<file path="src/design/dcc_pkg.sv">
// ----------------------------------------------------------------------------
// dcc_pkg
// Types, constants and the CRC byte update shared by the decimal record
// CRC checker.
// ----------------------------------------------------------------------------
`default_nettype none

package dcc_pkg;

    // Field widths
    localparam int CHAR_W  = 8;
    localparam int VALUE_W = 8;
    localparam int INDEX_W = 5;
    localparam int DC_W    = 5;
    localparam int CRC_W   = 16;

    // Value store capacity per record
    localparam int MAX_VALUES = 32;
    localparam int VCNT_W     = $clog2(MAX_VALUES + 1);
    // Width wide enough for value count, data_count + 2 and the index
    localparam int CMP_W      = (VCNT_W > DC_W + 1) ? VCNT_W : DC_W + 1;

    // Register reset
    localparam logic [DC_W-1:0] DC_RESET = DC_W'(8);

    // CRC-16/CCITT-FALSE
    localparam logic [CRC_W-1:0] CRC_INIT = 16'hFFFF;
    localparam logic [CRC_W-1:0] CRC_POLY = 16'h1021;
    localparam logic [CRC_W-1:0] CRC_MSB  = 16'h8000;

    // ASCII digit bounds
    localparam logic [CHAR_W-1:0] CHAR_ZERO = 8'h30;
    localparam logic [CHAR_W-1:0] CHAR_NINE = 8'h39;

    // Result queue
    localparam int FIFO_DEPTH = 4;
    localparam int FPTR_W     = $clog2(FIFO_DEPTH);
    localparam int FCNT_W     = $clog2(FIFO_DEPTH + 1);

    // Result kinds
    typedef enum logic {
        KIND_VALUE   = 1'b0,
        KIND_VERDICT = 1'b1
    } t_kind;

    // One result item
    typedef struct packed {
        t_kind               kind;
        logic [VALUE_W-1:0]  value;
        logic [INDEX_W-1:0]  value_index;
        logic                crc_ok;
        logic                overflow;
        logic                last;
    } t_result;

    // Up to two results from one character, slot 0 first
    typedef struct packed {
        logic    push0;
        logic    push1;
        t_result res0;
        t_result res1;
    } t_push;

    // One byte through the CRC, MSB first
    function automatic logic [CRC_W-1:0] crc_byte(input logic [CRC_W-1:0] crc,
                                                  input logic [VALUE_W-1:0] data);
        logic [CRC_W-1:0] c;
        c = crc ^ {data, 8'h00};
        for (int b = 0; b < 8; b++) begin
            if ((c & CRC_MSB) != '0) begin
                c = {c[CRC_W-2:0], 1'b0} ^ CRC_POLY;
            end else begin
                c = {c[CRC_W-2:0], 1'b0};
            end
        end
        return c;
    endfunction

endpackage

`default_nettype wire

</file>
<file path="src/design/dcc_parse.sv">
// ----------------------------------------------------------------------------
// dcc_parse
// Record state and per-character step: digit accumulate, value emit,
// CRC update over the data values, verdict on the last character.
// ----------------------------------------------------------------------------
`default_nettype none

module dcc_parse (
    input  wire logic                          i_clk,
    input  wire logic                          i_rst_n,
    input  wire logic                          i_step,
    input  wire logic [dcc_pkg::CHAR_W-1:0]    i_char,
    input  wire logic                          i_eor,
    input  wire logic [dcc_pkg::DC_W-1:0]      i_data_count,
    output dcc_pkg::t_push                     o_push
);

    logic [dcc_pkg::VALUE_W-1:0] r_acc,  n_acc;
    logic                        r_in_num, n_in_num;
    logic [dcc_pkg::VCNT_W-1:0]  r_vcnt, n_vcnt;
    logic [dcc_pkg::CRC_W-1:0]   r_crc,  n_crc;
    logic [dcc_pkg::VALUE_W-1:0] r_rec0, n_rec0;
    logic [dcc_pkg::VALUE_W-1:0] r_rec1, n_rec1;
    logic                        r_ovf,  n_ovf;

    logic                        is_digit;
    logic [3:0]                  digit;
    logic [dcc_pkg::VALUE_W-1:0] acc10;
    logic                        emit, full, store, feed;
    logic [dcc_pkg::VCNT_W-1:0]  a_vcnt;
    logic [dcc_pkg::CRC_W-1:0]   a_crc;
    logic [dcc_pkg::VALUE_W-1:0] a_rec0, a_rec1;
    logic                        a_ovf;
    logic [dcc_pkg::CMP_W-1:0]   vcnt_x, dc_x;
    logic                        ok;
    dcc_pkg::t_result            val_res, ver_res;

    // Character decode and accumulate (acc*10 as two shifts)
    always_comb begin
        is_digit = (i_char >= dcc_pkg::CHAR_ZERO) && (i_char <= dcc_pkg::CHAR_NINE);
        digit    = 4'(i_char - dcc_pkg::CHAR_ZERO);
        acc10    = {r_acc[4:0], 3'b000} + {r_acc[6:0], 1'b0} + {4'b0000, digit};
    end

    // Value handling
    always_comb begin
        vcnt_x = dcc_pkg::CMP_W'(r_vcnt);
        dc_x   = dcc_pkg::CMP_W'(i_data_count);
        emit   = !is_digit && r_in_num;
        full   = (r_vcnt >= dcc_pkg::VCNT_W'(dcc_pkg::MAX_VALUES));
        store  = emit && !full;
        feed   = store && (vcnt_x < dc_x);
        a_vcnt = store ? dcc_pkg::VCNT_W'(r_vcnt + 1'b1) : r_vcnt;
        a_crc  = feed ? dcc_pkg::crc_byte(r_crc, r_acc) : r_crc;
        a_rec0 = store ? r_rec1 : r_rec0;
        a_rec1 = store ? r_acc  : r_rec1;
        a_ovf  = r_ovf || (emit && full);
    end

    // Verdict on state after this character's value
    always_comb begin
        ok = !a_ovf
          && (dcc_pkg::CMP_W'(a_vcnt) == dcc_pkg::CMP_W'(dc_x + 2'd2))
          && (a_rec0 == a_crc[7:0])
          && (a_rec1 == a_crc[15:8]);
    end

    // Result items
    always_comb begin
        val_res.kind        = dcc_pkg::KIND_VALUE;
        val_res.value       = r_acc;
        val_res.value_index = vcnt_x[dcc_pkg::INDEX_W-1:0];
        val_res.crc_ok      = 1'b0;
        val_res.overflow    = a_ovf;
        val_res.last        = 1'b0;

        ver_res.kind        = dcc_pkg::KIND_VERDICT;
        ver_res.value       = '0;
        ver_res.value_index = '0;
        ver_res.crc_ok      = ok;
        ver_res.overflow    = a_ovf;
        ver_res.last        = 1'b1;

        o_push.push0 = i_step && (emit || i_eor);
        o_push.push1 = i_step && emit && i_eor;
        o_push.res0  = emit ? val_res : ver_res;
        o_push.res1  = ver_res;
    end

    // Next record state
    always_comb begin
        if (i_eor) begin
            n_acc    = '0;
            n_in_num = 1'b0;
            n_vcnt   = '0;
            n_crc    = dcc_pkg::CRC_INIT;
            n_rec0   = '0;
            n_rec1   = '0;
            n_ovf    = 1'b0;
        end else begin
            n_acc    = is_digit ? acc10 : '0;
            n_in_num = is_digit;
            n_vcnt   = a_vcnt;
            n_crc    = a_crc;
            n_rec0   = a_rec0;
            n_rec1   = a_rec1;
            n_ovf    = a_ovf;
        end
    end

    always_ff @(posedge i_clk) begin
        if (!i_rst_n) begin
            r_acc    <= '0;
            r_in_num <= 1'b0;
            r_vcnt   <= '0;
            r_crc    <= dcc_pkg::CRC_INIT;
            r_rec0   <= '0;
            r_rec1   <= '0;
            r_ovf    <= 1'b0;
        end else if (i_step) begin
            r_acc    <= n_acc;
            r_in_num <= n_in_num;
            r_vcnt   <= n_vcnt;
            r_crc    <= n_crc;
            r_rec0   <= n_rec0;
            r_rec1   <= n_rec1;
            r_ovf    <= n_ovf;
        end
    end

endmodule

`default_nettype wire

</file>
<file path="config.mk">
export PLATFORM = sky130hd
export DESIGN_NAME = dcc_parse
export DESIGN_NICKNAME = d
export VERILOG_FILES = /design/src/design/dcc_pkg.sv /design/src/design/dcc_parse.sv
export SDC_FILE = /design/constraint.sdc
export NUM_CORES = 1
export LEC_CHECK = 0
export BUFFER_PORTS_ARGS = -buffer_cell sky130_fd_sc_hd__buf_2
export CORE_ASPECT_RATIO = 1.1
export CORE_MARGIN = 5
export CORE_UTILIZATION = 31
export DETAILED_ROUTE_END_ITERATION = 7
export MAX_ROUTING_LAYER = met4
export PLACE_DENSITY_LB_ADDON = 0.3
export RECOVER_POWER = 25
export SLEW_MARGIN = 25
export SYNTH_ARGS = -nofsm -noshare
export SYNTH_HDL_FRONTEND = slang
export SYNTH_SLANG_ARGS = --single-unit
</file>
<file path="constraint.sdc">
create_clock -name i_clk -period 2.7 [get_ports i_clk]
set_input_delay 0 -clock i_clk [delete_from_list [all_inputs] [get_ports i_clk]]
set_output_delay 0 -clock i_clk [all_outputs]
set_load 0.1 [all_outputs]
</file>
=== Yosys cells after proc, flatten, opt, wreduce, memory -nomap -nowiden ===
Index checks and enable logic that the tools add are counted.

* Register bits: 48
* Input port bits: 17
* Output and inout port bits: 36
* Word-level logic and storage cells: 65

* Add/sub/neg operators: 5
* Magnitude comparators: 4
* Eq/ne operators: 3
* Multiplexer cells: 21
* Bitwise operators: 9
* Reductions and logical operators: 16

{| class="wikitable"
|+ Operator list
! cell !! count
|-
| 13-bit 2-to-1 mux || 8
|-
| 8-bit 2-to-1 mux || 6
|-
| 16-bit 2-to-1 mux || 2
|-
| 3-bit inverter || 8
|-
| 17-bit 2-to-1 mux || 1
|-
| 8-bit == test || 2
|-
| 16-bit bitwise XOR || 1
|-
| 6-bit 2-to-1 mux || 2
|-
| 1-bit logical AND || 11
|-
| 8-bit by 4-bit adder with 8-bit output || 1
|-
| 8-bit adder || 1
|-
| 8-bit by 6-bit >= comparator with 1-bit output, second input constant || 1
|-
| 8-bit by 6-bit less-or-equal comparator with 1-bit output, second input constant || 1
|-
| 5-bit by 2-bit adder with 6-bit output, second input constant || 1
|-
| 6-bit by 1-bit adder with 6-bit output, second input constant || 1
|-
| 6-bit == test || 1
|-
| 6-bit >= comparator, second input constant || 1
|-
| 6-bit by 5-bit less-than comparator with 1-bit output || 1
|-
| 4-bit by 1-bit subtractor with 4-bit output, second input constant || 1
|-
| 1-bit logical NOT || 3
|-
| 1-bit logical OR || 2
|-
| 1-bit 2-to-1 mux || 2
|}

=== Longest topological paths before layout ===
Gate-level depths: netlist (run 1).

* Depth after elaboration: 22
* Depth in mapped cells: 12

=== Least setup slack after synthesis (run 1) ===
No wires, ideal clock.

* Path kind: register to output
* Start: reg r_vcnt[4] (netlist bit)
* End: out o_push[19] (netlist bit)
* Data arrival time: 2.922 ns
* Slack: -0.222 ns
* Cell stages (with the launch flop): 10
* Cell sequence: dfxtp_1 -> ha_1 -> a21o_1 -> a311oi_4 -> buf_6 -> mux2i_1 -> xnor2_1 -> nand4_1 -> nor3_1 -> and3_1

{| class="wikitable"
|+ RTL lines
! item !! RTL line !! source
|-
| from (decl) || dcc_parse.sv:20 || <nowiki>logic [dcc_pkg::VCNT_W-1:0] r_vcnt, n_vcnt;</nowiki>
|-
| from (signal assigned) || dcc_parse.sv:123 || <nowiki>r_vcnt <= n_vcnt;</nowiki>
|-
| to (decl) || dcc_parse.sv:15 || <nowiki>output dcc_pkg::t_push o_push</nowiki>
|}

==> metrics, run 1 <==
Async SR Flop Fraction 0%; global router's overall resource usage 13.7%; failing checks setup timing; half-perimeter wire length after placement 6520 µm; most common cell type on the critical path buf_12; post-detailed-route count of antenna-violating nets 0; post-synthesis register bit count 48; r2r startpoint r_acc[2]$_SDFFE_PN0P_; Switching Fraction 28.2%; combinational power share 13.8%; Critical path destination o_push[19]; critical path arrival 2.81 ns; placeable core area 11000 µm²; count of port buffers added during placement 37; std cell rows 40; DRC marker count from the first detailed-route iteration 176; slowest stage cell on the critical path dfxtp_2; count of H-tree levels built during CTS 2; CP startpoint r_vcnt[4]$_SDFFE_PN0P_; antenna violations before repair 0; non-filler instance count after layout 593; Leakage 1.84 nW; routability cong. 0.863; required arrival time at the worst endpoint 2.70 ns; crit share post-route 104%; # nets final 482; Worst path depth 11; maximum number of pins on one net before global-route repair 32; die height 121 µm; sinks on the clock net 48; path type of the worst min-delay path primary input to register; number of enable-type register cells in the synthesized netlist 0; cell area after technology mapping 3490 µm²; Peak VDD IR 210 µV; overall power consumption 0.00152 W; NetSw 0.000429 W; power density normalized to cell area 361 nW/µm²; effective utilization at floorplan 31.9%; register area share after synthesis 27.5%; proportion of layout cells with a drive suffix above 1 19.5%; cells along the critical path ha_4 -> a21o_1 -> a311oi_4 -> buf_4 -> buf_12 -> mux2i_4 -> xnor2_1 -> nand4_1 -> nor3_2 -> and3_4 -> buf_12; TritonCTS clock tree yes; first-pass GRT wire length 14700 µm; I/O pin count 53; routed len/inst 14.9 µm; DRT Pass-1 Iters 4; highest net fanout along the worst path 8; Worst R2R End r_acc[7]$_SDFFE_PN0P_; DP Cell Count 579; RSZ-0062 raised after global routing yes; final max-slew violation count 0; cell at the root of the clock tree clkbuf_16; biggest cell delay along the critical path 0.35 ns; number of buffers and inverters on the critical path 3; shortest clock period the worst path allows after layout 2.81 ns; leading register cell type out of synthesis dfxtp_1; final wirelength 8820 µm; number of cells on the worst reg-to-reg path 9; layout overhead on the synthesized area 20.9%; number of unique standard cell types used by synthesis 47; Sequential Power Share 46.6%; Core Util, Final 38.5%; worst-margin pin slew 1.18 ns; instance count of the mapped netlist 398; critical path capture point type output pin; total number of vias 2897; die area 13500 µm²; Die Wd 111 µm; Synth Warn # 0; number of max-capacitance violations reported 0; internal cell power 0.00109 W; worst slew margin relative to its limit 21.5%; hold violation count in the final report 0; Clock Power Share 39.6%; clock insertion delay at the later pin of the skew report 0.29 ns; post-route worst setup slack -0.115 ns; CP Class register to output pin; Antenna diodes 0; number of buffers inserted during clock tree synthesis 5; vias per inst 4.89; mean post-synth cell area 8.77 µm²; run status finished with violations; category of the worst setup path launch point register; via count of the first global-routing pass 2808; GRT Residual Overflow 0; Max Fclk 0.355 GHz; number of buffers between clock root and the deepest sink 2; clk_skew 0.00669 ns; final setup violating endpoints 2; clock slew at reported path FFs 0.07 ns; cell family with most CP delay simple AND/OR/NAND/NOR gates; DR DRC count 0; register-to-register setup slack 0.31 ns
[cells by family (layout without fill, tap and decap cells)]
family | Yosys count | after routing | synth area share [%]
simple gates | 129 | 129 | 20.3
compound gates | 62 | 62 | 13.2
xor+xnor | 56 | 56 | 14.5
buf+inv | 50 | 85 | 7.88
flops | 48 | 48 | 27.5
mux | 32 | 32 | 9.17
fa+ha+maj | 19 | 19 | 7.24
other cells | 2 | 15 | 0.215
[routing by layer]
metal	vias to the layer above	share of wire (%)	global-route usage, %
li1	1436	-	-
met1	1392	50	19.0
met2	59	44	20.1
met3	10	4.2	2.54
met4	0	1.6	4.94
met5	-	0	-
[worst reg2reg max path: stages (launching register included)]
cell	delay, ns
dfxtp_1	0.43
fa_1	0.47
ha_1	0.32
a21o_1	0.17
a21o_1	0.20
a21o_1	0.18
a21oi_1	0.18
xnor2_1	0.10
a22oi_1	0.16
nor2b_1	0.06
[cell type report]
type	instances	area [µm²]
Clock buffer	6	129
Sequential cell	48	963
Timing Repair Buffer	65	473
Tap cell	147	184
Fill cell	1101	6740
Clock inverter	1	5.00
Inverter	13	48.8
Multi-Input combinational cell	313	2420
[through the flow]
stage               setup slack, ns  setup TNS [ns]  instance area (µm²)  hold WS (ns)
global route                 -0.287          -0.533                 4220         0.145
CTS                          -0.120          -0.204                 4170         0.126
finish                       -0.115          -0.191                 4220         0.119
detailed placement           0.0307               0                 3880         0.274
global placement              0.108               0                 3880         0.269
floorplan                    0.0596               0                 3540         0.166
[how the worst min path moves through the flow]
stage	to	slack (ns)	start	cells after the start
after floorplan	r_acc[0]$_SDFFE_PN0P_	0.17	i_char[0]	2
after global placement	r_acc[0]$_SDFFE_PN0P_	0.27	i_char[0]	3
after detailed placement	r_acc[0]$_SDFFE_PN0P_	0.27	i_char[0]	3
after CTS	r_acc[1]$_SDFFE_PN0P_	0.13	i_char[1]	4
after global routing	r_acc[1]$_SDFFE_PN0P_	0.14	i_char[1]	4
final	r_acc[1]$_SDFFE_PN0P_	0.12	i_char[1]	4
[repair_timing]
action	CTS	global route
resized for setup	12	9
setup endpoints to repair	2	2
hold buffers	1	0
gates cloned	2	0
pin swaps	6	4
buffers inserted	3	1
endpoints found under the hold margin	1	0
[power by group through the flow]
stage          clock network (W)  registers, W  logic, W
4_1_cts                 0.000615      0.000710  0.000209
3_3_place_gp                   0      0.000726  0.000201
2_1_floorplan                  0      0.000726  0.000184
5_1_grt                 0.000638      0.000710  0.000222
3_5_place_dp                   0      0.000726  0.000203
6_report                0.000603      0.000710  0.000210
[synthesized netlist by cell type, types with 4 or more instances]
library cell / n / area, µm²
clkbuf_1: 14 / 52.6
mux2i_1: 32 / 320
a21o_1: 6 / 45.0
ha_1: 17 / 213
buf_4: 21 / 158
xnor2_1: 39 / 342
and2_1: 15 / 93.8
and3_1: 4 / 25.0
nor2_1: 11 / 41.3
nand2_1: 24 / 90.1
dfxtp_1: 48 / 961
nand4_1: 4 / 25.0
a21oi_1: 8 / 40.0
nand3_1: 32 / 160
nor2b_1: 28 / 175
inv_1: 13 / 48.8
o21ai_0: 5 / 25.0
xor2_1: 15 / 131
a22oi_1: 22 / 165
[state kept, by name, summed over array words and instances (netlist names)]
| name | flops |
|---|---|
| r_vcnt | 6 |
| r_rec0 | 8 |
| r_rec1 | 8 |
| r_ovf | 1 |
| r_in_num | 1 |
| r_crc | 16 |
| r_acc | 8 |
[layout by cell type, fill, tap and decap left out, types with 2 or more instances in the layout]
cell / n
a21o_1: 6
a21oi_1: 7
a22o_1: 2
a22oi_1: 22
a31oi_1: 2
and2_1: 14
and3_1: 3
buf_12: 3
buf_2: 27
buf_4: 23
clkbuf_1: 9
clkbuf_16: 5
conb_1: 15
dfxtp_1: 46
dfxtp_2: 2
fa_1: 2
ha_1: 15
ha_4: 2
inv_1: 13
mux2i_1: 27
mux2i_4: 4
nand2_1: 24
nand3_1: 32
nand4_1: 4
nor2_1: 11
nor2b_1: 28
o211ai_1: 3
o21a_1: 3
o21ai_0: 5
o21ai_2: 2
or3_1: 2
xnor2_1: 37
xnor2_2: 2
xor2_1: 15
xor2_2: 2
(Power assumes the default switching activity.)
==> inputs of run 2 (changes only) <==
- REMOVE_ABC_BUFFERS: default -> 1
==> run 2 against run 1 <==
Net effect:
- the run still ends with setup timing left
- first-iteration DRC count decreased by 24%
- combinational power hardly changed
- fmax shrank 0.94%
- sequential power about the same
- via count fell by 0.69%
- worst setup slack worse by 0.027 ns
- routed wire length rose by 1.4%
==> metrics, run 2 (synthesis gave the netlist of run 1 again) <==
run status finished with violations; failing checks setup timing; std cell rows 40; largest register by flop count r_crc; layout overhead on the synthesized area 20.1%; most common cell type on the critical path buf_12; count of port buffers added during placement 37; cell family with most CP delay simple AND/OR/NAND/NOR gates; global router's overall resource usage 13.7%; DR DRC count 0; die height 121 µm; routed len/inst 15.1 µm; cell at the root of the clock tree clkbuf_16; placed inst area 3880 µm²; slowest stage cell on the critical path dfxtp_2; TritonCTS clock tree yes; maximum number of pins on one net before global-route repair 32; shortest clock period the worst path allows after layout 2.84 ns; total number of vias 2877; commonest non-fill, non-tap cell in the layout dfxtp_1; effective utilization at floorplan 31.9%; category of the worst setup path launch point register; number of buffers between clock root and the deepest sink 2; required arrival time at the worst endpoint 2.70 ns; number of flip-flops in the largest register 16; post-route worst setup slack -0.141 ns; Leakage 1.85 nW; crit share post-route 105%; GRT Residual Overflow 0; final max-slew violation count 0; clk_skew 0.00586 ns; Antenna diodes 0; vias per inst 4.85; biggest cell delay along the critical path 0.35 ns; critical path arrival 2.84 ns; commonest cells after routing, fill and taps aside 45 x dfxtp_1, 38 x xnor2_1, 32 x nand3_1, 28 x nor2b_1; highest net fanout along the worst path 5; number of buffers and inverters on the critical path 3; RSZ-0062 raised after global routing yes; via count of the first global-routing pass 2898; count of H-tree levels built during CTS 2; power density normalized to cell area 371 nW/µm²; # nets final 481; half-perimeter wire length after placement 6530 µm; worst slew margin relative to its limit 21.8%; DRC marker count from the first detailed-route iteration 134; clock insertion delay at the later pin of the skew report 0.29 ns; Peak VDD IR 235 µV; critical path capture point type output pin; sinks on the clock net 48; filler cell count in the final layout 1138; final design instance area without fill 4190 µm²; I/O pin count 53; setup_tns -0.240 ns; antenna violations before repair 0; die area 13500 µm²; final setup violating endpoints 2; first-pass GRT wire length 14700 µm; worst-margin pin slew 1.18 ns; proportion of layout cells with a drive suffix above 1 19.3%; number of max-capacitance violations reported 0; clock slew at reported path FFs 0.07 ns; CP Class register to output pin; routability cong. 0.872; number of buffers inserted during clock tree synthesis 5; Max Fclk 0.352 GHz; Die Wd 111 µm; DRT Pass-1 Iters 4; post-detailed-route count of antenna-violating nets 0; cells along the critical path ha_4 -> a21o_1 -> a311oi_4 -> buf_6 -> buf_12 -> mux2i_1 -> xnor2_1 -> nand4_1 -> nor3_4 -> and3_4 -> buf_12; hold violation count in the final report 0; final wirelength 8940 µm; placeable core area 11000 µm²; path type of the worst min-delay path primary input to register
run 2: final timing paths:
| check | from | endpoint | slack [ns] | cells past startpoint |
|---|---|---|---|---|
| max reg2reg | r_acc[0]$_SDFFE_PN0P_ | r_acc[7]$_SDFFE_PN0P_ | 0.24 | 9 |
| min | i_char[1] | r_acc[1]$_SDFFE_PN0P_ | 0.11 | 4 |
| max | r_vcnt[4]$_SDFFE_PN0P_ | o_push[19] | -0.14 | 11 |
| min reg2reg | r_in_num$_SDFFE_PN0P_ | r_in_num$_SDFFE_PN0P_ | 0.49 | 2 |
run 2: power breakdown:
part           internal, W  switching (W)  total [W]
clock             0.000366       0.000272   0.000637
combinational    0.0000468       0.000163   0.000210
sequential        0.000708     0.00000116   0.000710
run 2: stage by stage:
step                power [W]  worst slack, ns  std cells  utilization [%]  hold slack, ns
finish                0.00156           -0.141        593             38.3           0.111
global route          0.00162           -0.246        593             38.3           0.139
CTS                   0.00158          -0.0848        593             38.2           0.114
detailed placement   0.000930           0.0174        579             35.4           0.270
global placement     0.000928           0.0760        579             35.4           0.269
floorplan            0.000882           -0.841        374                -           0.122
run 2: final cells by class:
cell class              instances  area [µm²]  share of cell area (%)
multi-input cells             313        2380                    56.8
clock buffers                   6         139                    3.31
inverters                      13        48.8                    1.16
flip-flops and latches         48         965                    23.0
well taps                     147         184                    4.39
clock inverters                 2        10.0                   0.239
repair buffers                 64         465                    11.1
run 2: what timing repair did:
action	in CTS	in global routing
pin swaps	11	2
gates resized for setup	16	6
hold buffers	1	0
setup endpoints to repair	2	2
hold endpoints to repair	1	0
gates cloned	2	0
setup buffers	3	0
run 2: worst reg2reg max path, cell delays in order (launching register included):
cell	delay, ns
dfxtp_1	0.51
fa_1	0.49
ha_1	0.31
a21o_1	0.15
a21o_1	0.20
a21o_1	0.19
a21oi_1	0.18
xnor2_1	0.14
a22oi_1	0.08
nor2b_1	0.15
run 2: routing by layer:
metal | up-vias | track usage, % | wire length [µm]
met4 | 0 | 3.88 | 116
met5 | - | - | 0
met3 | 13 | 2.54 | 341
met2 | 56 | 24.5 | 4580
met1 | 1372 | 15.6 | 3900
li1 | 1436 | - | -
